[src/rtl/sam_pkg.sv]
// Shared types and constants for the sensor alarm monitor.
// Used by the front, queue, back and checker modules; depends on nothing.
package sam_pkg;

    localparam int SAMPLE_W  = 12;
    localparam int KEY_W     = 5;
    localparam int CFG_W     = 16;
    localparam int CFG_IDX_W = 1;
    localparam int MUL_W     = 24;
    localparam int NUM_LANES = 4;

    localparam int ALARM_W   = 9;
    localparam int TEMP_T_W  = 12;
    localparam int LIMIT_T_W = 10;
    localparam int GAS_W     = 7;

    localparam logic [KEY_W-1:0] KEY_A    = 5'd4;
    localparam logic [KEY_W-1:0] KEY_B    = 5'd8;
    localparam logic [KEY_W-1:0] KEY_STAR = 5'd13;
    localparam logic [KEY_W-1:0] KEY_HASH = 5'd15;

    typedef enum logic [CFG_IDX_W-1:0] {
        REG_HOLDOFF = 1'b0,
        REG_PERIOD  = 1'b1
    } cfg_reg_t;

    localparam logic [CFG_W-1:0] HOLDOFF_RESET = 16'd300;
    localparam logic [CFG_W-1:0] PERIOD_RESET  = 16'd100;

    // Scaling lanes of the back end: each computes floor(sample * mul / full scale).
    localparam int LANE_TEMP_WHOLE  = 0;
    localparam int LANE_TEMP_TENTHS = 1;
    localparam int LANE_LIMIT       = 2;
    localparam int LANE_GAS         = 3;

    localparam logic [11:0] SCALE_MUL [NUM_LANES] = '{12'd330, 12'd3300, 12'd600, 12'd100};

    typedef struct packed {
        logic siren_on;
        logic watch_mode;
        logic mode_changed;
        logic dump_request;
        logic alarm_raised;
        logic alarm_dismissed;
        logic display_restore;
        logic status_report;
    } sam_flags_t;

    typedef struct packed {
        sam_flags_t          flags;
        logic [SAMPLE_W-1:0] pot;
        logic [SAMPLE_W-1:0] temp;
        logic [SAMPLE_W-1:0] gas;
    } sam_entry_t;

endpackage

[src/rtl/sensor_alarm_monitor.sv]
// Top level of the sensor alarm monitor: front end, item queue and back end.
// Depends on sam_pkg, sam_front, sam_fifo and sam_back.
//
// The monitor takes one sensor tick per clock cycle and returns exactly one
// result item per tick, in order. The front end updates the alarm latch,
// watch mode, hold-off and status counters in the cycle an item is accepted
// and puts the classified item in a QUEUE_DEPTH-entry queue; that state update
// sets the sustained rate of one item per cycle. The back end scales the
// samples in a four-stage pipeline (multiply, two folds of the divide by full
// scale, correction into the result register). The input side stalls only
// when the queue is full. The user must make sure registers are written
// through the cfg port only while idle; the block does not enforce this.
module sensor_alarm_monitor #(
    parameter int ADC_BITS    = 12,
    parameter int QUEUE_DEPTH = 4
) (
    input  logic                            aclk,
    input  logic                            aresetn,
    input  logic                            cfg_wr_en,
    input  logic [sam_pkg::CFG_IDX_W-1:0]   cfg_index,
    input  logic [sam_pkg::CFG_W-1:0]       cfg_wdata,
    input  logic                            s_valid,
    output logic                            s_ready,
    input  logic [sam_pkg::SAMPLE_W-1:0]    s_pot_raw,
    input  logic [sam_pkg::SAMPLE_W-1:0]    s_temp_raw,
    input  logic [sam_pkg::SAMPLE_W-1:0]    s_gas_raw,
    input  logic [sam_pkg::KEY_W-1:0]       s_key_code,
    output logic                            m_valid,
    input  logic                            m_ready,
    output logic                            m_siren_on,
    output logic                            m_watch_mode,
    output logic                            m_mode_changed,
    output logic                            m_dump_request,
    output logic                            m_alarm_raised,
    output logic                            m_alarm_dismissed,
    output logic                            m_display_restore,
    output logic                            m_status_report,
    output logic [sam_pkg::ALARM_W-1:0]     m_alarm_value,
    output logic [sam_pkg::TEMP_T_W-1:0]    m_temp_tenths,
    output logic [sam_pkg::LIMIT_T_W-1:0]   m_limit_tenths,
    output logic [sam_pkg::GAS_W-1:0]       m_gas_index
);
    import sam_pkg::*;

    sam_entry_t front_entry, queue_head;
    logic       accept, queue_full, queue_not_empty, back_ready, pop;

    assign s_ready = !queue_full;
    assign accept  = s_valid && s_ready;
    assign pop     = queue_not_empty && back_ready;

    sam_front #(
        .ADC_BITS (ADC_BITS)
    ) u_front (
        .aclk      (aclk),
        .aresetn   (aresetn),
        .cfg_wr_en (cfg_wr_en),
        .cfg_index (cfg_index),
        .cfg_wdata (cfg_wdata),
        .pot_raw   (s_pot_raw),
        .temp_raw  (s_temp_raw),
        .gas_raw   (s_gas_raw),
        .key_code  (s_key_code),
        .accept    (accept),
        .entry     (front_entry)
    );

    sam_fifo #(
        .DEPTH (QUEUE_DEPTH)
    ) u_queue (
        .aclk       (aclk),
        .aresetn    (aresetn),
        .push       (accept),
        .push_entry (front_entry),
        .full       (queue_full),
        .pop        (pop),
        .not_empty  (queue_not_empty),
        .head       (queue_head)
    );

    sam_back #(
        .ADC_BITS (ADC_BITS)
    ) u_back (
        .aclk              (aclk),
        .aresetn           (aresetn),
        .in_valid          (queue_not_empty),
        .in_ready          (back_ready),
        .entry             (queue_head),
        .m_valid           (m_valid),
        .m_ready           (m_ready),
        .m_siren_on        (m_siren_on),
        .m_watch_mode      (m_watch_mode),
        .m_mode_changed    (m_mode_changed),
        .m_dump_request    (m_dump_request),
        .m_alarm_raised    (m_alarm_raised),
        .m_alarm_dismissed (m_alarm_dismissed),
        .m_display_restore (m_display_restore),
        .m_status_report   (m_status_report),
        .m_alarm_value     (m_alarm_value),
        .m_temp_tenths     (m_temp_tenths),
        .m_limit_tenths    (m_limit_tenths),
        .m_gas_index       (m_gas_index)
    );

endmodule

[src/rtl/sam_front.sv]
// Front end: configuration registers, alarm state and per-item classification.
// Depends on sam_pkg.
module sam_front #(
    parameter int ADC_BITS = 12
) (
    input  logic                           aclk,
    input  logic                           aresetn,
    input  logic                           cfg_wr_en,
    input  logic [sam_pkg::CFG_IDX_W-1:0]  cfg_index,
    input  logic [sam_pkg::CFG_W-1:0]      cfg_wdata,
    input  logic [sam_pkg::SAMPLE_W-1:0]   pot_raw,
    input  logic [sam_pkg::SAMPLE_W-1:0]   temp_raw,
    input  logic [sam_pkg::SAMPLE_W-1:0]   gas_raw,
    input  logic [sam_pkg::KEY_W-1:0]      key_code,
    input  logic                           accept,
    output sam_pkg::sam_entry_t            entry
);
    import sam_pkg::*;

    localparam int FS_W = 17;
    localparam logic [FS_W-1:0] FULL_SCALE = FS_W'((1 << ADC_BITS) - 1);
    localparam int FLT_W = SAMPLE_W + 4;

    logic [CFG_W-1:0] holdoff_ticks_reg;
    logic [CFG_W-1:0] status_period_reg;
    logic             mode_gas_reg, mode_gas_next;
    logic             siren_reg, siren_next;
    logic [CFG_W-1:0] holdoff_reg, holdoff_next;
    logic [CFG_W-1:0] status_reg, status_next;

    logic [SAMPLE_W-1:0] pot_s, temp_s, gas_s;
    logic [FLT_W-1:0]    temp_x11, pot_x2, gas_x10, pot_x9;
    logic [CFG_W-1:0]    holdoff_dec, status_inc;
    logic                fault, raise, siren_mid;
    sam_flags_t          flags;

    function automatic logic [SAMPLE_W-1:0] saturate(input logic [SAMPLE_W-1:0] raw);
        saturate = (FS_W'(raw) > FULL_SCALE) ? FULL_SCALE[SAMPLE_W-1:0] : raw;
    endfunction

    assign pot_s  = saturate(pot_raw);
    assign temp_s = saturate(temp_raw);
    assign gas_s  = saturate(gas_raw);

    assign temp_x11 = FLT_W'(temp_s) * FLT_W'(11);
    assign pot_x2   = FLT_W'(pot_s) * FLT_W'(2);
    assign gas_x10  = FLT_W'(gas_s) * FLT_W'(10);
    assign pot_x9   = FLT_W'(pot_s) * FLT_W'(9);

    always_comb begin
        flags         = '0;
        holdoff_dec   = holdoff_reg;
        mode_gas_next = mode_gas_reg;
        status_inc    = status_reg + CFG_W'(1);
        status_next   = status_reg;

        // Hold-off counts down before anything else in the tick.
        if (holdoff_reg != '0) begin
            holdoff_dec = holdoff_reg - CFG_W'(1);
            flags.display_restore = (holdoff_dec == '0) && !siren_reg;
        end
        holdoff_next = holdoff_dec;

        if ((key_code == KEY_A || key_code == KEY_B) && !siren_reg) begin
            mode_gas_next      = (key_code == KEY_B);
            flags.mode_changed = 1'b1;
        end
        flags.dump_request = (key_code == KEY_STAR) && !siren_reg;

        fault     = mode_gas_next ? (gas_x10 > pot_x9) : (temp_x11 > pot_x2);
        raise     = fault && !siren_reg && (holdoff_dec == '0);
        siren_mid = siren_reg || raise;
        flags.alarm_raised = raise;
        siren_next = siren_mid;

        if (siren_mid) begin
            if (key_code == KEY_HASH) begin
                siren_next            = 1'b0;
                flags.alarm_dismissed = 1'b1;
                holdoff_next          = holdoff_ticks_reg;
            end
        end else begin
            status_next = status_inc;
            if (status_inc >= status_period_reg) begin
                flags.status_report = 1'b1;
                status_next         = '0;
            end
        end

        flags.siren_on   = siren_next;
        flags.watch_mode = mode_gas_next;
    end

    assign entry.flags = flags;
    assign entry.pot   = pot_s;
    assign entry.temp  = temp_s;
    assign entry.gas   = gas_s;

    always_ff @(posedge aclk) begin
        if (!aresetn) begin
            holdoff_ticks_reg <= HOLDOFF_RESET;
            status_period_reg <= PERIOD_RESET;
        end else if (cfg_wr_en) begin
            case (cfg_reg_t'(cfg_index))
                REG_HOLDOFF: holdoff_ticks_reg <= cfg_wdata;
                REG_PERIOD:  status_period_reg <= cfg_wdata;
                default: ;
            endcase
        end
    end

    always_ff @(posedge aclk) begin
        if (!aresetn) begin
            mode_gas_reg <= 1'b0;
            siren_reg    <= 1'b0;
            holdoff_reg  <= '0;
            status_reg   <= '0;
        end else if (accept) begin
            mode_gas_reg <= mode_gas_next;
            siren_reg    <= siren_next;
            holdoff_reg  <= holdoff_next;
            status_reg   <= status_next;
        end
    end

endmodule

[src/rtl/sam_fifo.sv]
// Short item queue between the front and back ends.
// Depends on sam_pkg for the entry type.
module sam_fifo #(
    parameter int DEPTH = 4
) (
    input  logic                aclk,
    input  logic                aresetn,
    input  logic                push,
    input  sam_pkg::sam_entry_t push_entry,
    output logic                full,
    input  logic                pop,
    output logic                not_empty,
    output sam_pkg::sam_entry_t head
);
    import sam_pkg::*;

    localparam int PTR_W = (DEPTH > 1) ? $clog2(DEPTH) : 1;
    localparam int CNT_W = $clog2(DEPTH + 1);

    sam_entry_t         store_reg [DEPTH];
    logic [PTR_W-1:0]   wr_ptr_reg, rd_ptr_reg;
    logic [CNT_W-1:0]   count_reg, count_next;

    function automatic logic [PTR_W-1:0] bump(input logic [PTR_W-1:0] ptr);
        bump = (ptr == PTR_W'(DEPTH - 1)) ? '0 : ptr + PTR_W'(1);
    endfunction

    assign full      = (count_reg == CNT_W'(DEPTH));
    assign not_empty = (count_reg != '0);
    assign head      = store_reg[rd_ptr_reg];

    always_comb begin
        count_next = count_reg;
        if (push && !pop) begin
            count_next = count_reg + CNT_W'(1);
        end else if (pop && !push) begin
            count_next = count_reg - CNT_W'(1);
        end
    end

    always_ff @(posedge aclk) begin
        if (!aresetn) begin
            wr_ptr_reg <= '0;
            rd_ptr_reg <= '0;
            count_reg  <= '0;
        end else begin
            count_reg <= count_next;
            if (push) begin
                wr_ptr_reg <= bump(wr_ptr_reg);
            end
            if (pop) begin
                rd_ptr_reg <= bump(rd_ptr_reg);
            end
        end
    end

    always_ff @(posedge aclk) begin
        if (push) begin
            store_reg[wr_ptr_reg] <= push_entry;
        end
    end

endmodule

[src/rtl/sam_back.sv]
// Back end: scales samples to display units and drives the result register.
// Depends on sam_pkg.
module sam_back #(
    parameter int ADC_BITS = 12
) (
    input  logic                            aclk,
    input  logic                            aresetn,
    input  logic                            in_valid,
    output logic                            in_ready,
    input  sam_pkg::sam_entry_t             entry,
    output logic                            m_valid,
    input  logic                            m_ready,
    output logic                            m_siren_on,
    output logic                            m_watch_mode,
    output logic                            m_mode_changed,
    output logic                            m_dump_request,
    output logic                            m_alarm_raised,
    output logic                            m_alarm_dismissed,
    output logic                            m_display_restore,
    output logic                            m_status_report,
    output logic [sam_pkg::ALARM_W-1:0]     m_alarm_value,
    output logic [sam_pkg::TEMP_T_W-1:0]    m_temp_tenths,
    output logic [sam_pkg::LIMIT_T_W-1:0]   m_limit_tenths,
    output logic [sam_pkg::GAS_W-1:0]       m_gas_index
);
    import sam_pkg::*;

    localparam logic [MUL_W-1:0] FULL_SCALE = MUL_W'((1 << ADC_BITS) - 1);

    // Division by 2^N-1 is done by folding: x = q*2^N + l gives x = q*d + (q + l).
    // Two folds leave a remainder below twice the full scale, so one
    // compare-and-subtract finishes it.
    logic [SAMPLE_W-1:0] lane_in [NUM_LANES];
    logic [MUL_W-1:0]    s1_x_reg [NUM_LANES];
    logic [MUL_W-1:0]    s2_q_reg [NUM_LANES];
    logic [MUL_W-1:0]    s2_r_reg [NUM_LANES];
    logic [MUL_W-1:0]    s3_q_reg [NUM_LANES];
    logic [MUL_W-1:0]    s3_r_reg [NUM_LANES];
    logic [MUL_W-1:0]    quot [NUM_LANES];

    sam_flags_t s1_flags_reg, s2_flags_reg, s3_flags_reg;
    logic       s1_valid_reg, s2_valid_reg, s3_valid_reg, m_valid_reg;
    logic       out_free, s3_free, s2_free, s1_free;

    assign out_free = !m_valid_reg || m_ready;
    assign s3_free  = !s3_valid_reg || out_free;
    assign s2_free  = !s2_valid_reg || s3_free;
    assign s1_free  = !s1_valid_reg || s2_free;
    assign in_ready = s1_free;
    assign m_valid  = m_valid_reg;

    assign lane_in[LANE_TEMP_WHOLE]  = entry.temp;
    assign lane_in[LANE_TEMP_TENTHS] = entry.temp;
    assign lane_in[LANE_LIMIT]       = entry.pot;
    assign lane_in[LANE_GAS]         = entry.gas;

    for (genvar i = 0; i < NUM_LANES; i++) begin : g_lane
        always_ff @(posedge aclk) begin
            if (in_valid && s1_free) begin
                s1_x_reg[i] <= MUL_W'(lane_in[i]) * MUL_W'(SCALE_MUL[i]);
            end
            if (s1_valid_reg && s2_free) begin
                s2_q_reg[i] <= s1_x_reg[i] >> ADC_BITS;
                s2_r_reg[i] <= (s1_x_reg[i] >> ADC_BITS) + MUL_W'(s1_x_reg[i][ADC_BITS-1:0]);
            end
            if (s2_valid_reg && s3_free) begin
                s3_q_reg[i] <= s2_q_reg[i] + (s2_r_reg[i] >> ADC_BITS);
                s3_r_reg[i] <= (s2_r_reg[i] >> ADC_BITS) + MUL_W'(s2_r_reg[i][ADC_BITS-1:0]);
            end
        end
        assign quot[i] = s3_q_reg[i] + MUL_W'(s3_r_reg[i] >= FULL_SCALE);
    end

    always_ff @(posedge aclk) begin
        if (!aresetn) begin
            s1_valid_reg <= 1'b0;
            s2_valid_reg <= 1'b0;
            s3_valid_reg <= 1'b0;
            m_valid_reg  <= 1'b0;
        end else begin
            if (s1_free) begin
                s1_valid_reg <= in_valid;
            end
            if (s2_free) begin
                s2_valid_reg <= s1_valid_reg;
            end
            if (s3_free) begin
                s3_valid_reg <= s2_valid_reg;
            end
            if (out_free) begin
                m_valid_reg <= s3_valid_reg;
            end
        end
    end

    always_ff @(posedge aclk) begin
        if (in_valid && s1_free) begin
            s1_flags_reg <= entry.flags;
        end
        if (s1_valid_reg && s2_free) begin
            s2_flags_reg <= s1_flags_reg;
        end
        if (s2_valid_reg && s3_free) begin
            s3_flags_reg <= s2_flags_reg;
        end
        if (s3_valid_reg && out_free) begin
            m_siren_on        <= s3_flags_reg.siren_on;
            m_watch_mode      <= s3_flags_reg.watch_mode;
            m_mode_changed    <= s3_flags_reg.mode_changed;
            m_dump_request    <= s3_flags_reg.dump_request;
            m_alarm_raised    <= s3_flags_reg.alarm_raised;
            m_alarm_dismissed <= s3_flags_reg.alarm_dismissed;
            m_display_restore <= s3_flags_reg.display_restore;
            m_status_report   <= s3_flags_reg.status_report;
            if (!s3_flags_reg.alarm_raised) begin
                m_alarm_value <= '0;
            end else if (s3_flags_reg.watch_mode) begin
                m_alarm_value <= ALARM_W'(quot[LANE_GAS]);
            end else begin
                m_alarm_value <= ALARM_W'(quot[LANE_TEMP_WHOLE]);
            end
            if (s3_flags_reg.status_report) begin
                m_temp_tenths  <= TEMP_T_W'(quot[LANE_TEMP_TENTHS]);
                m_limit_tenths <= LIMIT_T_W'(quot[LANE_LIMIT]);
                m_gas_index    <= GAS_W'(quot[LANE_GAS]);
            end else begin
                m_temp_tenths  <= '0;
                m_limit_tenths <= '0;
                m_gas_index    <= '0;
            end
        end
    end

endmodule

[config.mk]
export PLATFORM = sky130hd
export DESIGN_NAME = sensor_alarm_monitor
export DESIGN_NICKNAME = d
export VERILOG_FILES = /design/src/rtl/sam_pkg.sv /design/src/rtl/sensor_alarm_monitor.sv /design/src/rtl/sam_front.sv /design/src/rtl/sam_fifo.sv /design/src/rtl/sam_back.sv
export SDC_FILE = /design/constraint.sdc
export NUM_CORES = 1
export LEC_CHECK = 0
export BUFFER_PORTS_ARGS = -buffer_cell sky130_fd_sc_hd__buf_4
export CAP_MARGIN = 20
export CORE_MARGIN = 3
export CORE_UTILIZATION = 57
export CTS_CLUSTER_DIAMETER = 60
export DETAILED_ROUTE_END_ITERATION = 8
export GPL_TIMING_DRIVEN = 0
export PLACE_DENSITY_LB_ADDON = 0.05
export SLEW_MARGIN = 20
export SYNTH_ARGS = -nofsm -noshare
export SYNTH_HDL_FRONTEND = slang
export SYNTH_SLANG_ARGS = --single-unit
[constraint.sdc]
create_clock -name aclk -period 7.9 [get_ports aclk]
set_clock_uncertainty 0.05 [all_clocks]
set_input_delay 0.79 -clock aclk [delete_from_list [all_inputs] [get_ports aclk]]
set_output_delay 0.79 -clock aclk [all_outputs]
set_load 0.1 [all_outputs]
# After elaboration in Yosys (flattened, before gate mapping)
# Memory sizes are Yosys's and may differ from the RTL's. A register that Yosys moved wholly into a read port is not among the register bits.
# Index checks and enable logic that the tools add are counted.
dict set report totals {
  romBits 0
  output_inout_bits 48
  mem_bits_rw 516
  word_cells 163
  regBits 147
  latch_bits 0
  inputBits 63
  memories 6
}
# name words width read_ports rd_clocked_by_memory_dff write_ports line
set mem_list {}
lappend mem_list {u_queue.store_reg 4 44 1 1 1 sam_fifo.sv:20} ;# sam_entry_t store_reg [DEPTH];
lappend mem_list {u_back.s3_q_reg 4 24 4 0 4 sam_back.sv:37} ;# logic [MUL_W-1:0] s3_q_reg [NUM_LANES];
lappend mem_list {u_back.s1_x_reg 4 23 4 0 4 sam_back.sv:34} ;# logic [MUL_W-1:0] s1_x_reg [NUM_LANES];
lappend mem_list {u_back.s2_r_reg 4 13 4 0 4 sam_back.sv:36} ;# logic [MUL_W-1:0] s2_r_reg [NUM_LANES];
lappend mem_list {u_back.s3_r_reg 4 13 4 0 4 sam_back.sv:38} ;# logic [MUL_W-1:0] s3_r_reg [NUM_LANES];
lappend mem_list {u_back.s2_q_reg 4 12 4 0 4 sam_back.sv:35} ;# logic [MUL_W-1:0] s2_q_reg [NUM_LANES];
dict set report op_classes {
  muxes 29
  div 0
  bitwise_logic 2
  eq_ne 7
  shift 0
  n_addsub 22
  n_reduce_logical 34
  n_mul 7
  magnitude_cmp 7
}
# op count
set op_table {}
lappend op_table {{adder 12 x 12 -> 13 bit} 8}
lappend op_table {{adder 24 x 12 -> 24 bit} 4}
lappend op_table {{greater-or-equal comparator 24 x 12 -> 1 bit (second input constant)} 4}
lappend op_table {{two-way mux 16 bit} 4}
lappend op_table {{zero test 16 bit} 2}
lappend op_table {{multiplier 12 x 4 -> 16 bit (second input constant)} 2}
lappend op_table {{multiplier 12 x 10 -> 22 bit (second input constant)} 1}
lappend op_table {{multiplier 12 x 8 -> 20 bit (second input constant)} 1}
lappend op_table {{multiplier 12 x 7 -> 19 bit (second input constant)} 1}
lappend op_table {{adder 9 x 1 -> 9 bit} 2}
lappend op_table {{two-way mux 1 bit} 18}
lappend op_table {{multiplier 12 x 5 -> 17 bit (second input constant)} 1}
lappend op_table {{adder 16 x 1 -> 16 bit (second input constant)} 1}
lappend op_table {{greater-or-equal comparator 16 bit} 1}
lappend op_table {{greater-than comparator 16 x 13 -> 1 bit} 1}
lappend op_table {{greater-than comparator 16 bit} 1}
lappend op_table {{nonzero test 16 bit} 1}
lappend op_table {{subtractor 16 x 1 -> 16 bit (second input constant)} 1}
lappend op_table {{equality test 5 x 4 -> 1 bit (second input constant)} 3}
lappend op_table {{multiplier 12 x 3 -> 15 bit (second input constant)} 1}
lappend op_table {{adder 12 x 1 -> 12 bit} 1}
lappend op_table {{logical AND 1 bit} 12}
lappend op_table {{adder 10 x 1 -> 10 bit} 1}
lappend op_table {{two-way mux 9 bit} 1}
lappend op_table {{14 further kinds} 35}

# Longest topological paths before layout
dict set report logic_depth {
  word_depth 10
  ltp_mapped 25
  ltp_nobuf 23
}

# Hierarchy
# From an unflattened synthesis, not the netlist that was laid out.
dict set report unflattened {
  hier_cells 2835
  hier_area_um2 33875.0
}
# module area_per_inst_um2 seq_area_each_um2 n_inst cells_per_inst
set modules_own_cells {}
lappend modules_own_cells {sam_back 19904.1 9419.0 1 1634}
lappend modules_own_cells {sam_front 7088.0 1321.3 1 924}
lappend modules_own_cells {sam_fifo 6866.6 5465.2 1 274}
lappend modules_own_cells {sensor_alarm_monitor 16.3 0.0 1 3}

# Worst setup path before layout
# OpenSTA, ideal clock, no wires.
dict set report synth_path {
  path_kind {register to register}
  startpoint {register u_back.m_valid_reg, in the netlist u_back.m_valid}
  endpoint {register u_back.s3_flags_reg[0] (netlist name), enable pin}
  setup_ps 680
  path_buffers 0
  t_required_ps 7170
  t_arrival_ps 7564
  path_stages_with_launch 3
  synth_period_minus_slack_ps 8294
  path_slack_ps -394
  path_cell_list {dfxtp_1 -> nor2b_1 -> a21boi_0}
}
dict set report synth_via {
  elab_chain_len 4
}
# element line
set synth_rtl {}
lappend synth_rtl {{start: declaration} sam_back.sv:42} ;# logic s1_valid_reg, s2_valid_reg, s3_valid_reg, m_valid_reg;
lappend synth_rtl {{start signal: assignment} sam_back.sv:91} ;# m_valid_reg <= s3_valid_reg;
lappend synth_rtl {{zero test 1 bit} sam_back.sv:45} ;# assign out_free = !m_valid_reg || m_ready;
lappend synth_rtl {{logical OR 1 bit} sam_back.sv:45}
lappend synth_rtl {{logical OR 1 bit} sam_back.sv:46} ;# assign s3_free = !s3_valid_reg || out_free;
lappend synth_rtl {{logical AND 1 bit} sam_back.sv:103} ;# if (s2_valid_reg && s3_free) begin
lappend synth_rtl {{end signal: assignment} sam_back.sv:104} ;# s3_flags_reg <= s2_flags_reg;
lappend synth_rtl {{end: declaration} sam_back.sv:41} ;# sam_flags_t s1_flags_reg, s2_flags_reg, s3_flags_reg;
# No other way between the ends.
# A chain may end at the register's enable or synchronous reset.

==> results.toml <==
[floorplanning]
die_h_um = 245
die_area_mm2 = 0.0598
coreArea_mm2 = 0.0557
ios = 111
num_rows = 86
start_util_pct = 58.2
die_w_um = 245

[routing]
routed_via_density = 5.50
routed_wl_um = 61600
route.detailed.drc = 0
dr_total_vias = 19814
drt_pass1_iterations = 5
wl_per_cell_um = 17.1
drtAntennaViolNets = 0
drt_iter0_markers = 1114

[worst_setup_path]
arrival_ps = 7310
critPathTopFamily = "adder cells"
cp_cell_sequence = "clkbuf_1 -> clkbuf_1 -> mux4_2 -> ha_1 -> ha_1 -> inv_1 -> fa_1 -> inv_1 -> fa_1 -> inv_1 -> fa_1 -> inv_1 -> ha_1 -> or2_2 -> a21oi_1 -> nor2_1 -> a21boi_0 -> a21oi_1 -> a211oi_1 -> a21oi_1 -> xnor2_1"
crit_buf_inv = 6
endpoint_kind = "flop"
critPathSlowestCell = "clkbuf_1"
startpoint_type = "flop"
cp_max_fo = 10
criticalPathCategory = "flop to flop"
cpMostUsedCell = "inv_1"
cp.required_ps = 8190
critPathMaxStageDelay_ps = 760

[synthesis]
netlist_area_mm2 = 0.0324
syn_nets = 3149
synth-seq-area-share_pct = 49.9
ys_ff_latch = 566
ys_types = 70
ys_warn_count = 0
postSynthCellCount = 2625
synth_enable_flop_cells = 487
async_flop_share_pct = 0
postSynthAreaPerCell_um2 = 12.4
ys.flop_type = "edfxtp_1"

[placed_design]
dpl_cell_area_mm2 = 0.0345
dp_hpwl_um = 47700
portBuffers = 110
gp_congestion = 0.878

[finish]
fillers = 4178
drive_gt1_share_pct = 10.1
largest_reg_flops = 176
multi_input_area_mm2 = 0.0148
postLayoutCellArea_mm2 = 0.0365
antenna_cells = 0
final-seq-area_mm2 = 0.0162
nets = 3332
area.growth.synth_to_final_pct = 12.5

[clocking]
cts_resized = 0
clock-sinks = 566
cts.reportedPaths.clkPinSlew_ps = 60
cts_root_buf = "clkbuf_16"
tritoncts = "done"
post_cts_buffers = 0
cts_hold_buf = 0
clk_latency_ps = 630
htreeDepth = 2
cts_buffers = 60
clock_path_buffers = 3

[hold_path]
hp-class = "primary input to flop"
hp-start = "cfg_wdata[3]"

[global_routing]
grt_max_degree = 45
grt_overflow_total = 0
grt_use_total_pct = 21.1
antenna_found_initial = 0
grt_pass1_wl_um = 101000
grt_pass1_vias = 20002

[job]
drv_cap = 0

[timing]
worst_slew_pin_slew_ps = 941
hold_violations = 0
period_share_pct = 88.8
finalCriticalPeriod_ps = 7020
fmax_mhz = 143
slew_headroom_pct = 37.3
final-max-slew-violation-count = 0
rsz0062_at_grt = "no"
setup_viol = 0

[status]
status = "finished clean"
## placed cells by master, fill, tap and decap left out, types with 7 or more instances in the layout
cell type,instances
or2_2,11
fa_1,83
a21boi_0,41
o21a_1,10
clkbuf_16,60
o21bai_1,14
clkinv_1,15
mux4_2,44
clkinv_2,9
o31ai_1,10
a21oi_1,96
a22o_1,11
buf_16,7
a21o_1,39
nand4_1,42
bufinv_16,7
o21ai_0,50
buf_4,110
dfxtp_1,79
nand2b_1,17
edfxtp_1,487
and3_1,38
or3_1,8
nor4_1,17
nor3_1,27
and2_1,34
xnor2_1,160
clkbuf_1,42
inv_1,346
a221o_1,12
nand2_1,161
ha_1,378
nor2_1,81
xor2_1,64
nor2b_1,29
o211ai_1,7
nand3_1,99
## cell type report
| type | count | area share (%) |
|---|---|---|
| Sequential cell | 566 | 44.4 |
| Tap cell | 748 | 2.56 |
| Multi-Input combinational cell | 1671 | 40.6 |
| Clock inverter | 39 | 1.12 |
| Buffer | 42 | 0.507 |
| Inverter | 346 | 3.56 |
| Timing Repair Buffer | 121 | 3.01 |
| Clock buffer | 72 | 4.29 |
## metrics by stage
step / setup TNS [ps] / setup WS (ps) / util (%) / instances / hold WS [ps]
2_1_floorplan: 0 / 824 / - / 2625 / 350
3_3_place_gp: -4740 / -1320 / 61.4 / 3483 / 353
4_1_cts: 0 / 647 / 65.5 / 3605 / 304
6_report: 0 / 885 / 65.5 / 3605 / 343
3_5_place_dp: 0 / 670 / 62.0 / 3494 / 355
5_1_grt: 0 / 307 / 65.5 / 3605 / 333
## logic make-up after synthesis
kind of cell    count (synthesis)  share of synthesized area, %
mux                            49                          3.21
flops                         566                          49.9
xor+xnor                      224                          6.05
simple gates                  595                          9.35
buf+inv                       388                          4.57
compound gates                342                          7.18
fa+ha+maj                     461                          19.7
## tightest hold or removal path: stages
cell and delay [ps]:
buf_4 90, nand2_1 40, nand3_1 70
## path summary, 6_finish.rpt
path,to,slack (ps),cells after the start
max reg2reg,u_back.s1_x_reg[1][22],880,21
min,u_front.holdoff_ticks_reg[3],340,3
max,u_back.s1_x_reg[1][22],880,21
min reg2reg,u_back.s2_r_reg[0][0],360,0
## per-layer routing
metal	share of wire, %	global-route usage, %	up-vias
li1	-	-	9776
met1	47	29.5	9529
met2	46	34.7	404
met3	4.4	3.22	105
met4	2.4	5.61	0
met5	0	0	-
## synth_stat cells (all sizes together), types with 3 or more instances
library cell,n,area (um2)
nand2,161,604
or3,8,50.1
fa,83,1660
o2111ai,3,26.3
nor3,28,145
nor3b,3,22.5
xor2,64,561
or4,4,33.8
or2,11,68.8
nor4,18,128
mux2i,4,40.0
a21boi,43,327
and2,34,213
dfxtp,79,1580
and3,42,263
o41ai,6,52.6
o21ai,51,259
nand4,42,263
a221o,12,120
nand2b,17,106
xnor2,160,1400
nor2b,31,194
o211a,6,60.1
ha,378,4730
a211oi,7,57.6
o311ai,3,43.8
nor2,81,304
buf,9,60.1
a22o,11,96.3
edfxtp,487,14600
o21a,10,75.1
a31oi,3,18.8
o21bai,14,105
o211ai,7,52.6
o31ai,10,75.1
inv,346,1300
mux4,44,991
clkbuf,33,124
a21o,39,293
and4,4,35.0
a21oi,98,494
nand3,99,495
nand4b,5,43.8
a211o,5,43.8
Power is not shown: default switching activity piles up to over one toggle a cycle in this logic, so the estimate is an artifact.
